## config.mk

```make
export PLATFORM = sky130hd
export DESIGN_NAME = tlt_search
export DESIGN_NICKNAME = d
export VERILOG_FILES = /design/src/design/tlt_pkg.sv /design/src/design/tlt_search.sv
export SDC_FILE = /design/constraint.sdc
export NUM_CORES = 1
export LEC_CHECK = 0
export ABC_CLOCK_PERIOD_IN_PS = 9210
export BUFFER_PORTS_ARGS = -buffer_cell sky130_fd_sc_hd__buf_2
export CAP_MARGIN = 20
export CORE_ASPECT_RATIO = 0.9
export CORE_MARGIN = 1.5
export CORE_UTILIZATION = 60
export CTS_CLUSTER_SIZE = 30
export DETAILED_ROUTE_END_ITERATION = 6
export PLACE_DENSITY = 0.83
export SLEW_MARGIN = 5
export SYNTH_ARGS = -nofsm -noshare
export SYNTH_HDL_FRONTEND = slang
export SYNTH_SLANG_ARGS = --single-unit
```

## constraint.sdc

```tcl
create_clock -name i_clk -period 9.21 [get_ports i_clk]
set_input_delay 0.4605 -clock i_clk [delete_from_list [all_inputs] [get_ports i_clk]]
set_output_delay 0.4605 -clock i_clk [all_outputs]
set_load 0.02 [all_outputs]
```

## src/design/tlt_pkg.sv

```systemverilog
// ---------------------------------------------------------------------------
// tlt_pkg - shared types and codes for the line table block
// Input and result word layouts, item kinds, status codes and the
// character constants used by the line scanner.
// ---------------------------------------------------------------------------
package tlt_pkg;

    // item kinds on the input channel
    localparam logic [1:0] KIND_TEXT  = 2'd0;
    localparam logic [1:0] KIND_END   = 2'd1;
    localparam logic [1:0] KIND_QUERY = 2'd2;

    // result kinds
    localparam logic RK_LINE  = 1'b0;
    localparam logic RK_QUERY = 1'b1;

    // status codes
    localparam logic [1:0] ST_OK     = 2'd0;
    localparam logic [1:0] ST_FULL   = 2'd1;
    localparam logic [1:0] ST_PAST   = 2'd2;
    localparam logic [1:0] ST_CLOSED = 2'd3;

    // characters
    localparam logic [7:0] CHAR_NL    = 8'h0A;
    localparam logic [7:0] CHAR_TAB   = 8'h09;
    localparam logic [7:0] CHAR_SPACE = 8'h20;

    // field limits
    localparam logic [9:0]  LINE_MAX  = 10'd1023;
    localparam logic [15:0] COUNT_MAX = 16'hFFFF;
    localparam logic [23:0] COL_MAX   = 24'hFFFFFF;

    typedef struct packed {
        logic [1:0]  kind;
        logic [7:0]  byte_value;
        logic [23:0] query_offset;
        logic [23:0] query_length;
    } t_in_word;

    typedef struct packed {
        logic        result_kind;
        logic [1:0]  status;
        logic [23:0] line_offset;
        logic [23:0] line_length;
        logic [15:0] indent_tabs;
        logic [15:0] indent_spaces;
        logic        line_blank;
        logic        has_newline;
        logic [9:0]  start_line;
        logic [23:0] start_column;
        logic [9:0]  end_line;
        logic [23:0] end_column;
    } t_out_word;

    // commands from the top level to the line scanner
    typedef struct packed {
        logic       text;
        logic       eot;
        logic [7:0] byte_value;
    } t_scan_cmd;

endpackage

```

## src/design/tlt_search.sv

```systemverilog
// ---------------------------------------------------------------------------
// tlt_search - offset to line and column lookup
// Sequencer that binary-searches the line table for the start and the end
// point of a query with one shared end-of-line compare.
// ---------------------------------------------------------------------------
module tlt_search #(
    parameter int MAX_LINES   = 1024,
    parameter int OFFSET_BITS = 24
) (
    input  logic                           i_clk,
    input  logic                           i_rst_n,
    input  logic                           i_start,
    input  logic [23:0]                    i_query_offset,
    input  logic [23:0]                    i_query_length,
    input  logic [$clog2(MAX_LINES+1)-1:0] i_line_count,
    input  logic                           i_take,
    output logic                           o_busy,
    output logic                           o_done,
    output tlt_pkg::t_out_word             o_answer,
    output logic                           o_rd_en,
    output logic [$clog2(MAX_LINES)-1:0]   o_rd_addr,
    input  logic [2*OFFSET_BITS-1:0]       i_rd_data
);
    import tlt_pkg::*;

    localparam int OB  = OFFSET_BITS;
    localparam int LCW = $clog2(MAX_LINES+1);
    localparam int AW  = $clog2(MAX_LINES);
    localparam int PW  = (OB + 1 > 25) ? OB + 1 : 25;
    localparam int XW  = LCW + 10;

    typedef enum logic [3:0] {
        S_IDLE  = 4'b0001,
        S_ISSUE = 4'b0010,
        S_CMP   = 4'b0100,
        S_DONE  = 4'b1000
    } t_state;

    t_state         r_state, n_state;
    logic [LCW-1:0] r_lo, n_lo;
    logic [LCW-1:0] r_hi, n_hi;
    logic [LCW-1:0] r_mid, n_mid;
    logic [PW-1:0]  r_point, n_point;
    logic [PW-1:0]  r_end_pt, n_end_pt;
    logic [OB-1:0]  r_cand, n_cand;
    logic           r_second, n_second;
    logic           r_past, n_past;
    logic [9:0]     r_start_line, n_start_line;
    logic [23:0]    r_start_col, n_start_col;
    logic [9:0]     r_end_line, n_end_line;
    logic [23:0]    r_end_col, n_end_col;

    logic [LCW-1:0] w_mid;
    logic [OB-1:0]  w_tab_off;
    logic [OB-1:0]  w_tab_len;
    logic [PW-1:0]  w_stored_end;
    logic           w_pt_past;
    logic [LCW-1:0] w_sel;
    logic [XW-1:0]  w_sel_ext;
    logic [9:0]     w_line;
    logic [PW-1:0]  w_cand_pt;
    logic [PW-1:0]  w_diff;
    logic [23:0]    w_col;

    // shared datapath: midpoint, stored line end, finishing a point
    always_comb begin
        w_mid        = r_lo + ((r_hi - r_lo) >> 1);
        w_tab_off    = i_rd_data[2*OB-1:OB];
        w_tab_len    = i_rd_data[OB-1:0];
        w_stored_end = PW'(w_tab_off) + PW'(w_tab_len);

        w_pt_past = (r_lo >= i_line_count);
        w_sel     = w_pt_past ? i_line_count : r_lo;
        w_sel_ext = {10'd0, w_sel};
        w_line    = (w_sel_ext > XW'(LINE_MAX)) ? LINE_MAX : w_sel_ext[9:0];

        w_cand_pt = PW'(r_cand);
        w_diff    = r_point - w_cand_pt;
        if (w_pt_past || (r_point < w_cand_pt)) begin
            w_col = '0;
        end else if (w_diff > PW'(COL_MAX)) begin
            w_col = COL_MAX;
        end else begin
            w_col = w_diff[23:0];
        end
    end

    // search sequencer
    always_comb begin
        n_state      = r_state;
        n_lo         = r_lo;
        n_hi         = r_hi;
        n_mid        = r_mid;
        n_point      = r_point;
        n_end_pt     = r_end_pt;
        n_cand       = r_cand;
        n_second     = r_second;
        n_past       = r_past;
        n_start_line = r_start_line;
        n_start_col  = r_start_col;
        n_end_line   = r_end_line;
        n_end_col    = r_end_col;
        o_rd_en      = 1'b0;

        case (r_state)
            S_IDLE: begin
                if (i_start) begin
                    n_point  = PW'(i_query_offset);
                    n_end_pt = PW'(i_query_offset) + PW'(i_query_length);
                    n_lo     = '0;
                    n_hi     = i_line_count;
                    n_second = 1'b0;
                    n_past   = 1'b0;
                    n_state  = S_ISSUE;
                end
            end
            S_ISSUE: begin
                if (r_lo < r_hi) begin
                    o_rd_en = 1'b1;
                    n_mid   = w_mid;
                    n_state = S_CMP;
                end else begin
                    // point finished
                    n_past = r_past | w_pt_past;
                    if (r_second) begin
                        n_end_line = w_line;
                        n_end_col  = w_col;
                        n_state    = S_DONE;
                    end else begin
                        n_start_line = w_line;
                        n_start_col  = w_col;
                        n_point      = r_end_pt;
                        n_lo         = '0;
                        n_hi         = i_line_count;
                        n_second     = 1'b1;
                    end
                end
            end
            S_CMP: begin
                if (w_stored_end <= r_point) begin
                    n_lo = r_mid + LCW'(1);
                end else begin
                    n_hi   = r_mid;
                    n_cand = w_tab_off;
                end
                n_state = S_ISSUE;
            end
            S_DONE: begin
                if (i_take) begin
                    n_state = S_IDLE;
                end
            end
            default: begin
                n_state = S_IDLE;
            end
        endcase
    end

    assign o_rd_addr = w_mid[AW-1:0];
    assign o_busy    = (r_state != S_IDLE);
    assign o_done    = (r_state == S_DONE);

    // answer word
    always_comb begin
        o_answer              = '0;
        o_answer.result_kind  = RK_QUERY;
        o_answer.status       = r_past ? ST_PAST : ST_OK;
        o_answer.start_line   = r_start_line;
        o_answer.start_column = r_start_col;
        o_answer.end_line     = r_end_line;
        o_answer.end_column   = r_end_col;
    end

    always_ff @(posedge i_clk) begin
        if (!i_rst_n) begin
            r_state  <= S_IDLE;
            r_second <= 1'b0;
            r_past   <= 1'b0;
        end else begin
            r_state  <= n_state;
            r_second <= n_second;
            r_past   <= n_past;
        end
        r_lo         <= n_lo;
        r_hi         <= n_hi;
        r_mid        <= n_mid;
        r_point      <= n_point;
        r_end_pt     <= n_end_pt;
        r_cand       <= n_cand;
        r_start_line <= n_start_line;
        r_start_col  <= n_start_col;
        r_end_line   <= n_end_line;
        r_end_col    <= n_end_col;
    end

    // a compare step always works on a non-empty interval
    a_interval: assert property (@(posedge i_clk) disable iff (!i_rst_n)
        (r_state == S_CMP) |-> (r_lo < r_hi && r_mid >= r_lo && r_mid < r_hi))
        else $error("search step outside interval");

    // a finished answer waits until it is taken
    a_done_hold: assert property (@(posedge i_clk) disable iff (!i_rst_n)
        (r_state == S_DONE && !i_take) |=> (r_state == S_DONE))
        else $error("answer dropped before take");
endmodule

```

==> flow_summary.json <==
{
  "die_y_um": 139,
  "h-tree-depth": 4,
  "p_leak_nw": 6.19,
  "yosys_warnings": 0,
  "cp_num_buf_inv": 2,
  "setup_violations": 0,
  "maxCapViolations": 0,
  "syn2layout_area_growth_pct": 12.3,
  "grt_usage": 0.247,
  "gp_congestion": 0.924,
  "status": "completed",
  "cts_root_buf": "clkbuf_16",
  "nFillCells": 1528,
  "r2r-end": "r_lo[0]",
  "worst-r2r-setup-slack_ns": 5.31,
  "fp.coreArea_um2": 20100,
  "cts_made_buffers": 17,
  "ys_ff_latch": 181,
  "hold_path.class": "input pin to flip-flop",
  "rr_startpoint": "r_point[1]",
  "post_cts_resized": 0,
  "yosysTopAreaCell": "edfxtp_1",
  "p_per_area_nw_per_um2": 369,
  "initial_utilization": 0.615,
  "regArea_um2": 5380,
  "multi_input_area_um2": 6120,
  "die_x_um": 154,
  "fin_cells": 1602,
  "cts_setup_buffers": 0,
  "layout.nets": 1580,
  "routed_wl_mm": 26.6,
  "slowest_delay_ns": 0.71,
  "cts_tree": "yes",
  "syn_area_per_cell_um2": 10.8,
  "wl_per_cell_um": 16.6,
  "rsz0062_at_grt": "no",
  "io_buffers": 192,
  "relSlewSlack": 0.298,
  "antenna_cells": 0,
  "startpoint_type": "input pin",
  "postCtsHoldBufs": 0,
  "min_period_over_period": 0.612,
  "synth_area_leaders": "edfxtp_1 43%, ha_1 13%, buf_4 5.8%",
  "synth-async-reset-ratio": 0,
  "worstPathCellList": "buf_2 -> ha_1 -> a2111oi_2 -> o21ai_1 -> a31o_1 -> a221o_2 -> o311ai_4 -> o211ai_2 -> a21o_1 -> a21oi_2 -> xnor2_1 -> ha_1 -> a21o_1 -> a21oi_1 -> o21ai_0 -> or4b_2 -> and3_1 -> buf_4 -> nor2_1",
  "hp-start": "i_rd_data[47]",
  "drc_errors": 0,
  "detail_route.vias_per_cell": 5.56,
  "grt_max_degree": 37,
  "cp_max_fo": 25,
  "synth.distinct_cells": 71,
  "clk_latency_ns": 0.44,
  "ys_seq_area_frac": 0.435,
  "synth_edf_count": 175,
  "critical-path-top-delay-family": "compound AO/OA/AOI/OAI gates",
  "slowest_stage": "or4b_2",
  "path_class": "input pin to flip-flop",
  "gr-total-overflow": 0,
  "grt_pass1_wl_mm": 41.5,
  "syn-instance-count": 1145,
  "rows": 49,
  "worstPathRequired_ns": 9.27,
  "yosysMostFrequentCell": "edfxtp_1",
  "dp_hpwl_mm": 21.2,
  "r2r_cells": 12,
  "clock-sinks": 181,
  "drt-pass1-iter-count": 7,
  "cts_buffer_depth": 2,
  "antenna_left": 0,
  "whs_endpoint": "r_cand[23]",
  "timing.fmax_ghz": 0.177,
  "ir_worst_vdd_mv": 0.263,
  "syn_area_um2": 12400,
  "min_period_ns": 5.64,
  "design_area_um2": 13900,
  "fin_tns_setup_ns": 0,
  "die_area_um2": 21500,
  "ios": 277,
  "finalMaxSlewViolations": 0,
  "netlist.area_leader.share": 0.425,
  "place_area_um2": 13200,
  "cp-end-kind": "flip-flop",
  "skew_ns": 0.0121,
  "synth-main-ff-cell": "edfxtp_1",
  "synth_common_cells": "175 x edfxtp_1, 130 x ha_1, 108 x inv_1, 95 x buf_4, 75 x a21oi_1",
  "worstMarginPinSlew_ns": 1.05,
  "antenna_found_initial": 0,
  "grt_pass1_vias": 8412,
  "met2_length_mm": 12.2,
  "cp.arrival_ns": 5.70,
  "place_ws_ns": 3.13,
  "hold_depth": 1,
  "setup_slack_ns": 3.57,
  "drtIter0Drc": 416,
  "placed_cells_incl_taps": 1566,
  "routed-via-count": 8900,
  "finalPower_mw": 5.13,
  "drive_gt1_frac": 0.225,
  "routed.top_layer": "met4",
  "wl_met1_mm": 11.7,
  "met3_length_mm": 2.08,
  "path_clk_slew_ns": 0.07,
  "hold_viol": 0
}
[power by group]
part           switching (mW)  internal [mW]  leakage (nW)
combinational            1.77           1.13          4.23
clock                   0.330          0.407         0.284
sequential              0.156           1.33          1.67
total                    2.26           2.87          6.19
[cells in the final DEF (no fill, tap or decap), drive strengths merged, types with 13 or more instances in the layout]
cell type and n:
conb 84, mux2 23, inv 115, nand2 48, nand3 14, xnor2 55
a21oi 98, buf 201, nor3 17, nand2b 13, o21a 22, edfxtp 175
a21o 55, o21bai 15, clkbuf 17, o21ai 48, a31oi 18, ha 130
nor2 57, xor2 29
[stage by stage]
stage          hold WS [ns]  utilization
3_3_place_gp          0.448        0.657
6_report              0.211        0.690
5_1_grt               0.204        0.690
3_5_place_dp          0.460        0.657
2_1_floorplan         0.424            -
4_1_cts               0.196        0.687
[worst max-delay path by stage]
stage,slack (ns),from,cells after the start,end
4_1_cts,3.58,i_rd_data[6],19,r_lo[7]
6_report,3.57,i_rd_data[6],19,r_lo[0]
3_3_place_gp,3.30,i_rd_data[6],19,r_lo[1]
3_5_place_dp,3.13,i_rd_data[6],19,r_lo[1]
2_1_floorplan,3.71,i_rd_data[6],17,r_lo[0]
5_1_grt,3.31,i_rd_data[6],19,r_lo[7]
[flip-flops by register name, indices dropped and copies added, names as in the netlist]
name          cells
r_past            1
r_mid            11
r_lo             11
r_end_col        24
r_state           4
r_cand           24
r_end_pt         25
r_start_line     10
r_start_col      24
r_hi             11
r_second          1
r_end_line       10
r_point          25
[logic make-up after synthesis]
kind of cell             Yosys count  synth area share
XOR/XNOR                          84            0.0595
adder cells (fa/ha/maj)          135             0.140
flip-flops                       181             0.435
AND/OR/NAND/NOR                  199            0.0789
AO/OA/AOI/OAI                    300             0.167
multiplexers                      23            0.0210
other                              2          0.000608
buffers and inverters            221            0.0981
[final cells by class]
type,count,area share
Inverter,108,0.0292
Multi-Input combinational cell,825,0.441
Clock buffer,17,0.0306
Sequential cell,181,0.387
Tap cell,255,0.0230
Clock inverter,15,0.0122
Timing Repair Buffer,201,0.0770
[layer usage]
| layer | track usage | vias to the layer above |
|---|---|---|
| li1 | - | 4345 |
| met1 | 0.334 | 4132 |
| met2 | 0.400 | 387 |
| met3 | 0.0528 | 36 |
| met4 | 0.0779 | 0 |
| met5 | 0 | - |
Note: power is estimated with default switching activity, not from simulation.
