`config.mk`:
```
export PLATFORM = sky130hd
export DESIGN_NAME = tlt_scan
export DESIGN_NICKNAME = d
export VERILOG_FILES = /design/src/design/tlt_pkg.sv /design/src/design/tlt_scan.sv
export SDC_FILE = /design/constraint.sdc
export NUM_CORES = 1
export LEC_CHECK = 0
export BUFFER_PORTS_ARGS = -buffer_cell sky130_fd_sc_hd__buf_2
export CAP_MARGIN = 40
export CORE_MARGIN = 5
export CORE_UTILIZATION = 54
export DETAILED_ROUTE_END_ITERATION = 10
export HOLD_SLACK_MARGIN = 0.05
export PLACE_DENSITY = 0.89
export SLEW_MARGIN = 5
export SYNTH_ARGS = -nofsm -noshare
export SYNTH_HDL_FRONTEND = slang
export SYNTH_SLANG_ARGS = --single-unit
```
`constraint.sdc`:
```
create_clock -name i_clk -period 5.8 [get_ports i_clk]
set_clock_uncertainty 0.15 [all_clocks]
set_input_delay 0.58 -clock i_clk [delete_from_list [all_inputs] [get_ports i_clk]]
set_output_delay 0.58 -clock i_clk [all_outputs]
set_load 0.03 [all_outputs]
```
`src/design/tlt_pkg.sv`:
```
// ---------------------------------------------------------------------------
// tlt_pkg - shared types and codes for the line table block
// Input and result word layouts, item kinds, status codes and the
// character constants used by the line scanner.
// ---------------------------------------------------------------------------
package tlt_pkg;

    // item kinds on the input channel
    localparam logic [1:0] KIND_TEXT  = 2'd0;
    localparam logic [1:0] KIND_END   = 2'd1;
    localparam logic [1:0] KIND_QUERY = 2'd2;

    // result kinds
    localparam logic RK_LINE  = 1'b0;
    localparam logic RK_QUERY = 1'b1;

    // status codes
    localparam logic [1:0] ST_OK     = 2'd0;
    localparam logic [1:0] ST_FULL   = 2'd1;
    localparam logic [1:0] ST_PAST   = 2'd2;
    localparam logic [1:0] ST_CLOSED = 2'd3;

    // characters
    localparam logic [7:0] CHAR_NL    = 8'h0A;
    localparam logic [7:0] CHAR_TAB   = 8'h09;
    localparam logic [7:0] CHAR_SPACE = 8'h20;

    // field limits
    localparam logic [9:0]  LINE_MAX  = 10'd1023;
    localparam logic [15:0] COUNT_MAX = 16'hFFFF;
    localparam logic [23:0] COL_MAX   = 24'hFFFFFF;

    typedef struct packed {
        logic [1:0]  kind;
        logic [7:0]  byte_value;
        logic [23:0] query_offset;
        logic [23:0] query_length;
    } t_in_word;

    typedef struct packed {
        logic        result_kind;
        logic [1:0]  status;
        logic [23:0] line_offset;
        logic [23:0] line_length;
        logic [15:0] indent_tabs;
        logic [15:0] indent_spaces;
        logic        line_blank;
        logic        has_newline;
        logic [9:0]  start_line;
        logic [23:0] start_column;
        logic [9:0]  end_line;
        logic [23:0] end_column;
    } t_out_word;

    // commands from the top level to the line scanner
    typedef struct packed {
        logic       text;
        logic       eot;
        logic [7:0] byte_value;
    } t_scan_cmd;

endpackage

```
`src/design/tlt_scan.sv`:
```
// ---------------------------------------------------------------------------
// tlt_scan - line scanner
// Tracks the open line one byte a cycle, builds line records on newline
// or end of text, and writes each stored line into the line table.
// ---------------------------------------------------------------------------
module tlt_scan #(
    parameter int MAX_LINES   = 1024,
    parameter int OFFSET_BITS = 24
) (
    input  logic                           i_clk,
    input  logic                           i_rst_n,
    input  tlt_pkg::t_scan_cmd             i_cmd,
    output logic                           o_rec_valid,
    output tlt_pkg::t_out_word             o_rec,
    output logic [$clog2(MAX_LINES+1)-1:0] o_line_count,
    output logic                           o_wr_en,
    output logic [$clog2(MAX_LINES)-1:0]   o_wr_addr,
    output logic [2*OFFSET_BITS-1:0]       o_wr_data
);
    import tlt_pkg::*;

    localparam int OB  = OFFSET_BITS;
    localparam int LCW = $clog2(MAX_LINES+1);
    localparam int AW  = $clog2(MAX_LINES);
    localparam logic [OB-1:0] OFF_MAX = '1;

    logic [OB-1:0]  r_cur_off, n_cur_off;
    logic [OB-1:0]  r_cur_len, n_cur_len;
    logic [15:0]    r_tabs, n_tabs;
    logic [15:0]    r_spaces, n_spaces;
    logic           r_in_indent, n_in_indent;
    logic           r_blank, n_blank;
    logic           r_closed, n_closed;
    logic [LCW-1:0] r_line_count, n_line_count;

    logic           w_nl;
    logic [OB-1:0]  w_len_nl;
    logic [OB:0]    w_next_sum;
    logic [OB-1:0]  w_next_off;
    logic           w_room;
    logic           w_emit;
    logic           w_emit_nl;
    logic [OB-1:0]  w_emit_len;
    logic [OB+23:0] w_off_ext;
    logic [OB+23:0] w_len_ext;

    // line length with newline and the start of the next line, saturating
    always_comb begin
        w_nl       = (i_cmd.byte_value == CHAR_NL);
        w_len_nl   = (r_cur_len == OFF_MAX) ? OFF_MAX : r_cur_len + OB'(1);
        w_next_sum = {1'b0, r_cur_off} + {1'b0, w_len_nl};
        w_next_off = w_next_sum[OB] ? OFF_MAX : w_next_sum[OB-1:0];
        w_room     = (r_line_count != LCW'(MAX_LINES));
    end

    // byte and end handling
    always_comb begin
        n_cur_off    = r_cur_off;
        n_cur_len    = r_cur_len;
        n_tabs       = r_tabs;
        n_spaces     = r_spaces;
        n_in_indent  = r_in_indent;
        n_blank      = r_blank;
        n_closed     = r_closed;
        n_line_count = r_line_count;
        w_emit       = 1'b0;
        w_emit_nl    = 1'b0;
        w_emit_len   = r_cur_len;
        o_rec_valid  = 1'b0;
        o_rec        = '0;
        o_wr_en      = 1'b0;

        if (i_cmd.text) begin
            if (r_closed) begin
                o_rec_valid = 1'b1;
                o_rec.status = ST_CLOSED;
            end else if (w_nl) begin
                w_emit      = 1'b1;
                w_emit_nl   = 1'b1;
                w_emit_len  = w_len_nl;
                n_cur_off   = w_next_off;
                n_cur_len   = '0;
                n_tabs      = '0;
                n_spaces    = '0;
                n_in_indent = 1'b1;
                n_blank     = 1'b1;
            end else begin
                if (r_cur_len != OFF_MAX) begin
                    n_cur_len = r_cur_len + OB'(1);
                end
                if (r_in_indent) begin
                    if (i_cmd.byte_value == CHAR_TAB) begin
                        if (r_tabs != COUNT_MAX) n_tabs = r_tabs + 16'd1;
                    end else if (i_cmd.byte_value == CHAR_SPACE) begin
                        if (r_spaces != COUNT_MAX) n_spaces = r_spaces + 16'd1;
                    end else begin
                        n_in_indent = 1'b0;
                        n_blank     = 1'b0;
                    end
                end
            end
        end else if (i_cmd.eot && !r_closed) begin
            n_closed = 1'b1;
            if (r_cur_len != '0) begin
                w_emit = 1'b1;
            end
        end

        // line record and table write
        w_off_ext = {{24{1'b0}}, r_cur_off};
        w_len_ext = {{24{1'b0}}, w_emit_len};
        if (w_emit) begin
            o_rec_valid         = 1'b1;
            o_rec.result_kind   = RK_LINE;
            o_rec.line_offset   = w_off_ext[23:0];
            o_rec.line_length   = w_len_ext[23:0];
            o_rec.indent_tabs   = r_tabs;
            o_rec.indent_spaces = r_spaces;
            o_rec.line_blank    = r_blank;
            o_rec.has_newline   = w_emit_nl;
            if (w_room) begin
                o_wr_en      = 1'b1;
                n_line_count = r_line_count + LCW'(1);
            end else begin
                o_rec.status = ST_FULL;
            end
        end
    end

    assign o_wr_addr    = r_line_count[AW-1:0];
    assign o_wr_data    = {r_cur_off, w_emit_len};
    assign o_line_count = r_line_count;

    always_ff @(posedge i_clk) begin
        if (!i_rst_n) begin
            r_cur_off    <= '0;
            r_cur_len    <= '0;
            r_tabs       <= '0;
            r_spaces     <= '0;
            r_in_indent  <= 1'b1;
            r_blank      <= 1'b1;
            r_closed     <= 1'b0;
            r_line_count <= '0;
        end else begin
            r_cur_off    <= n_cur_off;
            r_cur_len    <= n_cur_len;
            r_tabs       <= n_tabs;
            r_spaces     <= n_spaces;
            r_in_indent  <= n_in_indent;
            r_blank      <= n_blank;
            r_closed     <= n_closed;
            r_line_count <= n_line_count;
        end
    end

    // line count never runs past the table
    a_count_bound: assert property (@(posedge i_clk) disable iff (!i_rst_n)
        r_line_count <= LCW'(MAX_LINES))
        else $error("line count beyond table depth");

    // once closed, the text stays closed
    a_closed_sticky: assert property (@(posedge i_clk) disable iff (!i_rst_n)
        r_closed |=> r_closed)
        else $error("text reopened");

    // a stored line never reports a full table
    a_store_ok: assert property (@(posedge i_clk) disable iff (!i_rst_n)
        o_wr_en |-> (o_rec_valid && o_rec.status == ST_OK))
        else $error("table write without ok record");
endmodule

```
==> impl_metrics.json, run 1 <==
{
  "status": "complete, no violations",
  "die_area_sq_mm": 0.0176,
  "r2r-end": "r_cur_off[21]$_SDFFE_PN0P_",
  "post-cts-setup-buffers": 0,
  "min_to": "r_blank$_SDFFE_PN1P_",
  "critPathTopFamily": "simple AND/OR/NAND/NOR gates",
  "total_power_uw": 1430,
  "ctsHoldBuffers": 0,
  "crit_path_end_kind": "flop",
  "clockRootBuffer": "clkbuf_16",
  "maxClockFrequency_ghz": 0.205,
  "synth_enable_flop_cells": 0,
  "synth-seq-cells": 94,
  "synthCells": 1059,
  "fp.dieW_um": 133,
  "io_pins": 236,
  "numCtsBuffers": 9,
  "routabilityCongestion": 0.964,
  "clk_latency_ns": 0.36,
  "drv_cap": 0,
  "p_leak_uw": 0.00413,
  "worst_ep_required_time_ns": 5.90,
  "grt-ovfl-total": 0,
  "rsz0062_at_grt": "false",
  "finalSetupViolations": 0,
  "layout-drive-gt1-share_pct": 20.4,
  "crit_buf_inv": 2,
  "h-tree-depth": 3,
  "synth.distinct_cells": 90,
  "area_growth_pct": 9.66,
  "slowest_stage": "nand4_2",
  "route.detailed.drc": 0,
  "dr.pass1.iters": 5,
  "postSynth.asyncResetShare_pct": 0,
  "setup_slack_ns": 0.926,
  "r2r_start": "r_cur_len[0]$_SDFFE_PN0P_",
  "min-delay-start": "r_blank$_SDFFE_PN1P_",
  "yosysSeqAreaShare_pct": 23.2,
  "rows": 44,
  "period_needed_ns": 4.87,
  "grt_pass1_vias": 7187,
  "post-route-period-util_pct": 84.0,
  "ant_nets": 0,
  "wl_per_cell_um": 17.3,
  "synth_area_leaders": "dfxtp_1, buf_4, and2_1, xnor2_1, a21oi_1",
  "r2r_slack_ns": 0.93,
  "grt_pass1_wl_mm": 37.2,
  "crit_fanout": 20,
  "worst_ep_arrival_time_ns": 4.98,
  "finalHoldViolCount": 0,
  "tightest_slew_ns": 0.826,
  "start_util_pct": 55.5,
  "final_nets": 1211,
  "gr-usage-all-layers_pct": 25.2,
  "clkSinkCount": 94,
  "slew_violations": 0,
  "synth_top_cell_by_area": "dfxtp_1",
  "core-area_sq_mm": 0.0146,
  "drt_iter0_markers": 669,
  "n_fill_cell": 1283,
  "synthTopCellsByCount": "dfxtp_1, buf_4, a21oi_1",
  "antenna_found_initial": 0,
  "vias": 8035,
  "yosysMostFrequentCell": "dfxtp_1",
  "cellPowerDensity_mw_per_mm2": 160,
  "relSlewSlack_pct": 44.8,
  "wl_mm": 23.5,
  "hp-class": "reg2reg",
  "pre_cts_slack_ns": 1.08,
  "netlist_area_sq_mm": 0.00812,
  "yosysTopAreaCellShare_pct": 23.2,
  "yosysWarnings": 0,
  "tns_ns": 0,
  "start_kind": "flop",
  "synth_ff_type": "dfxtp_1",
  "io_buffers": 166,
  "grt_max_degree": 45,
  "vias_per_cell": 5.93,
  "syn_area_per_cell_sq_um": 7.67,
  "cts.reportedPaths.clkPinSlew_ns": 0.07,
  "dp_hpwl_mm": 17.5,
  "path_class": "reg2reg",
  "vdd.ir_drop.worst_uv": 199,
  "clockBufferDepth": 2,
  "cp_cell_sequence": "ha_1 -> nand3_1 -> nor3_2 -> nand4_2 -> nand2_1 -> ha_1 -> inv_1 -> fa_1 -> nor2b_1 -> o31a_1 -> o31ai_2 -> a211oi_1 -> nor2_1 -> buf_4 -> o311ai_0",
  "path_common_cell": "ha_1",
  "max_stage_delay_ns": 0.56,
  "r2r_cells": 15,
  "diodes": 0,
  "whs_path_depth": 1,
  "chipHeight_um": 133,
  "cts_resized": 0,
  "tritoncts": "yes"
}
-- cells in the final DEF (no fill, tap or decap), types with 5 or more instances in the layout --
cell type	n
a2111oi_2	5
a211oi_1	17
a21o_1	18
a21oi_1	80
a311oi_1	7
a31oi_1	19
and2_1	78
and3_1	17
and4_1	7
buf_2	166
buf_4	9
clkbuf_16	9
conb_1	69
dfxtp_1	94
ha_1	32
inv_1	24
mux2_2	5
mux2i_1	5
nand2_1	76
nand2b_1	8
nand3_1	41
nand4_1	18
nor2_1	77
nor2b_1	5
nor3_1	19
nor4_1	9
o2111ai_1	5
o211ai_1	9
o21ai_0	57
o31ai_1	9
or3_1	8
xnor2_1	47
xor2_1	21
-- metal layers --
metal	global-route usage (%)	wire length (um)
met5	0	0
met1	32.2	9670
met3	5.69	2180
met4	7.33	500
met2	42.7	11100
-- kinds of logic after synthesis --
family / Yosys count / share of synthesized area [%]
muxes: 10 / 1.31
buffers and inverters: 176 / 13.0
adders and majority gates: 33 / 5.18
and+or+nand+nor: 398 / 26.8
AOI/OAI and AO/OA: 279 / 23.2
DFF: 94 / 23.2
other: 1 / 0.0462
xor gates and xnor gates: 68 / 7.33
-- state kept, by name (all words and copies together) (netlist names) --
register	flops
r_cur_len	24
r_tabs	16
o_line_count	11
r_closed	1
r_in_indent	1
r_blank	1
r_cur_off	24
r_spaces	16
-- power breakdown --
group / switching [uW] / total [uW] / leakage [uW] / internal (uW)
combinational: 129 / 156 / 0.00322 / 27.8
sequential: 5.31 / 654 / 0.000758 / 649
clock: 270 / 618 / 0.000153 / 348
total: 404 / 1430 / 0.00413 / 1030
-- layout make-up --
type	count	area [sq um]	share of cell area (%)
multi-input combinational	857	5440	61.1
inverter	25	93.8	1.05
tap	184	230	2.59
sequential	94	1880	21.1
timing repair buffer	179	950	10.7
clock buffer	10	239	2.68
clock inverter	6	66.3	0.745
-- worst register-to-register path, stage by stage (launching register included) --
cell and delay, ns:
dfxtp_1 0.48, ha_1 0.36, nand3_1 0.16, nor3_2 0.50, nand4_2 0.57, nand2_1 0.22, ha_1 0.21, inv_1 0.06
fa_1 0.41, nor2b_1 0.18, o31a_1 0.25, o31ai_2 0.15, a211oi_1 0.43, nor2_1 0.08, buf_4 0.23, o311ai_0 0.32
-- per-stage QoR --
| stage | utilization [%] | area [sq um] | cells | hold slack [ns] |
|---|---|---|---|---|
| 2_1_floorplan | - | 8380 | 1127 | 0.268 |
| 3_3_place_gp | 58.3 | 8540 | 1334 | 0.290 |
| 3_5_place_dp | 58.7 | 8590 | 1338 | 0.288 |
| 4_1_cts | 60.8 | 8900 | 1354 | 0.306 |
| 5_1_grt | 60.8 | 8900 | 1355 | 0.337 |
| 6_report | 60.8 | 8900 | 1355 | 0.304 |
-- worst max-delay path by stage --
stage / startpoint / end / slack (ns) / depth (start not counted)
4_1_cts: r_cur_len[0]$_SDFFE_PN0P_ / r_cur_off[21]$_SDFFE_PN0P_ / 1.05 / 15
3_5_place_dp: r_cur_len[0]$_SDFFE_PN0P_ / r_cur_off[21]$_SDFFE_PN0P_ / 1.08 / 15
2_1_floorplan: r_cur_len[1]$_SDFFE_PN0P_ / r_cur_off[17]$_SDFFE_PN0P_ / 1.74 / 19
3_3_place_gp: r_cur_len[0]$_SDFFE_PN0P_ / r_cur_off[21]$_SDFFE_PN0P_ / 1.38 / 15
5_1_grt: r_cur_len[0]$_SDFFE_PN0P_ / r_cur_off[21]$_SDFFE_PN0P_ / 0.61 / 15
6_report: r_cur_len[0]$_SDFFE_PN0P_ / r_cur_off[21]$_SDFFE_PN0P_ / 0.93 / 15
Power figures use the tool's default switching activity.
==> inputs of run 2 (changes only) <==
- CORE_UTILIZATION: 54 -> 48
- PLACE_DENSITY: 0.89 -> 0.84
- clock period: 5.8 -> 4.2 ns (I/O delays scaled with it)
==> impl_metrics.json, run 2 (synthesized netlist as in run 1, its figures left out) <==
{
  "p_seq_share_pct": 48.7,
  "reg.largest.list": "r_cur_len: 24 flops, r_cur_off: 24 flops",
  "pwr-share-clk_pct": 39.5,
  "dp_hpwl_mm": 17.6,
  "clkSinkCount": 94,
  "cp_cell_sequence": "ha_1 -> nand3_1 -> nor3_4 -> nand4_2 -> buf_4 -> nand2_1 -> ha_1 -> a21oi_1 -> o21ai_0 -> a31oi_1 -> a2111oi_0 -> or4_1 -> o311ai_0",
  "setup_slack_ns": 0.233,
  "antenna_found_initial": 0,
  "path_common_cell": "ha_1",
  "path_class": "reg2reg",
  "core-area_sq_mm": 0.0166,
  "post-route-period-util_pct": 94.5,
  "stdcell_area_sq_mm": 0.00911,
  "cellPowerDensity_mw_per_mm2": 203,
  "tritoncts": "yes",
  "io_buffers": 166,
  "r2r-end": "r_cur_off[21]$_SDFFE_PN0P_",
  "r2r_slack_ns": 0.23,
  "route.detailed.drc": 0,
  "r2r_cells": 13,
  "min_to": "r_closed$_SDFFE_PN0P_",
  "regArea_sq_mm": 0.00188,
  "vdd.ir_drop.worst_uv": 182,
  "layout-drive-gt1-share_pct": 22.0,
  "slew_violations": 0,
  "cts.reportedPaths.clkPinSlew_ns": 0.06,
  "swShare_pct": 28.3,
  "rows": 47,
  "max_stage_delay_ns": 0.49,
  "crit_path_end_kind": "flop",
  "grt_pass1_vias": 7498,
  "io_pins": 236,
  "min-delay-start": "i_cmd[8]",
  "clockBufferDepth": 2,
  "status": "complete, no violations",
  "n_fill_cell": 1548,
  "r2r_start": "r_cur_len[1]$_SDFFE_PN0P_",
  "vias": 8131,
  "power.switching_uw": 524,
  "h-tree-depth": 3,
  "diodes": 0,
  "clockRootBuffer": "clkbuf_16",
  "wl_per_cell_um": 16.7,
  "hold_ws_ns": 0.212,
  "final_cell_mix": "buf_2, dfxtp_1, a21oi_1",
  "drt_iter0_markers": 554,
  "tightest_slew_ns": 0.719,
  "gr-usage-all-layers_pct": 22.7,
  "clk_latency_ns": 0.35,
  "hp-class": "in2reg",
  "dr.pass1.iters": 5,
  "finalHoldViolCount": 0,
  "numCtsBuffers": 9,
  "fp.dieW_um": 140,
  "intPower_uw": 1330,
  "final_util_pct": 54.9,
  "multi_input_comb_area_sq_mm": 0.00548,
  "finalSetupViolations": 0,
  "ant_nets": 0,
  "slowest_stage": "or4_1",
  "chipHeight_um": 140,
  "crit_fanout": 28,
  "layout_commonest_cell": "buf_2",
  "vias_per_cell": 5.76,
  "placed_cell_area_sq_mm": 0.00880,
  "relSlewSlack_pct": 51.6,
  "start_util_pct": 49.0,
  "whs_path_depth": 3,
  "die_area_sq_mm": 0.0196,
  "grt_pass1_wl_mm": 37.6,
  "routabilityCongestion": 1.02,
  "final_nets": 1234,
  "period_needed_ns": 3.97,
  "grt-ovfl-total": 0,
  "grt_max_degree": 45,
  "p_leak_uw": 0.00425,
  "critPathTopFamily": "simple AND/OR/NAND/NOR gates",
  "p_comb_share_pct": 11.8,
  "area_growth_pct": 12.2,
  "pre_cts_slack_ns": 0.122,
  "ctsHoldBuffers": 0,
  "drv_cap": 0,
  "start_kind": "flop",
  "worst_ep_arrival_time_ns": 4.06,
  "crit_buf_inv": 1,
  "worst_ep_required_time_ns": 4.29,
  "maxClockFrequency_ghz": 0.252,
  "wl_mm": 23.6
}
[run 2: worst reg2reg max path: cells and delay by family, from the launching register on]
family,cells,cell delay [ns]
and+or+nand+nor,5,1.31
AOI/OAI and AO/OA,5,1.17
adders and majority gates,2,0.51
DFF,1,0.43
buffers and inverters,1,0.29
[run 2: metrics by stage]
| stage | total power, uW | TNS, ns | cells |
|---|---|---|---|
| after floorplan | 1140 | 0 | 1127 |
| after global placement | 1130 | 0 | 1393 |
| after detailed placement | 1140 | 0 | 1395 |
| after CTS | 1860 | 0 | 1408 |
| after global routing | 1910 | -0.0369 | 1411 |
| final | 1850 | 0 | 1411 |
[run 2: per-layer routing]
layer | GRT usage, % | routed length, um
met5 | 0 | 0
met3 | 3.20 | 2120
met2 | 37.6 | 10800
met4 | 9.03 | 781
met1 | 29.9 | 9820
[run 2: worst max path at each step]
stage                                    start                    endpoint  slack [ns]  cells after the start
finish               r_cur_len[1]$_SDFFE_PN0P_  r_cur_off[21]$_SDFFE_PN0P_        0.23                     13
global route         r_cur_len[1]$_SDFFE_PN0P_  r_cur_off[21]$_SDFFE_PN0P_       -0.03                     13
CTS                  r_cur_len[1]$_SDFFE_PN0P_  r_cur_off[21]$_SDFFE_PN0P_        0.10                     12
detailed placement   r_cur_len[1]$_SDFFE_PN0P_  r_cur_off[21]$_SDFFE_PN0P_        0.12                     12
global placement    r_cur_len[13]$_SDFFE_PN0P_  r_cur_off[21]$_SDFFE_PN0P_        0.23                     11
floorplan            r_cur_len[1]$_SDFFE_PN0P_  r_cur_off[17]$_SDFFE_PN0P_        0.14                     19
[run 2: final cells by class]
| class | instances | area share, % |
|---|---|---|
| multi-input cells | 857 | 60.2 |
| flip-flops and latches | 94 | 20.7 |
| repair buffers | 202 | 12.4 |
| well taps | 220 | 3.02 |
| clock buffers | 11 | 2.56 |
| inverters | 25 | 1.03 |
| clock inverters | 2 | 0.137 |
[run 2: what timing repair did]
item / 4_1_cts / 5_1_grt
setup endpoints to repair: 0 / 23
setup buffers: 0 / 3
gates resized for setup: 0 / 12
[run 2: power by group through the flow]
stage	sequential, uW	combinational (uW)	clock [uW]
3_5_place_dp	922	214	0
6_report	902	218	731
5_1_grt	902	231	775
3_3_place_gp	922	207	0
4_1_cts	902	214	748
2_1_floorplan	923	218	0
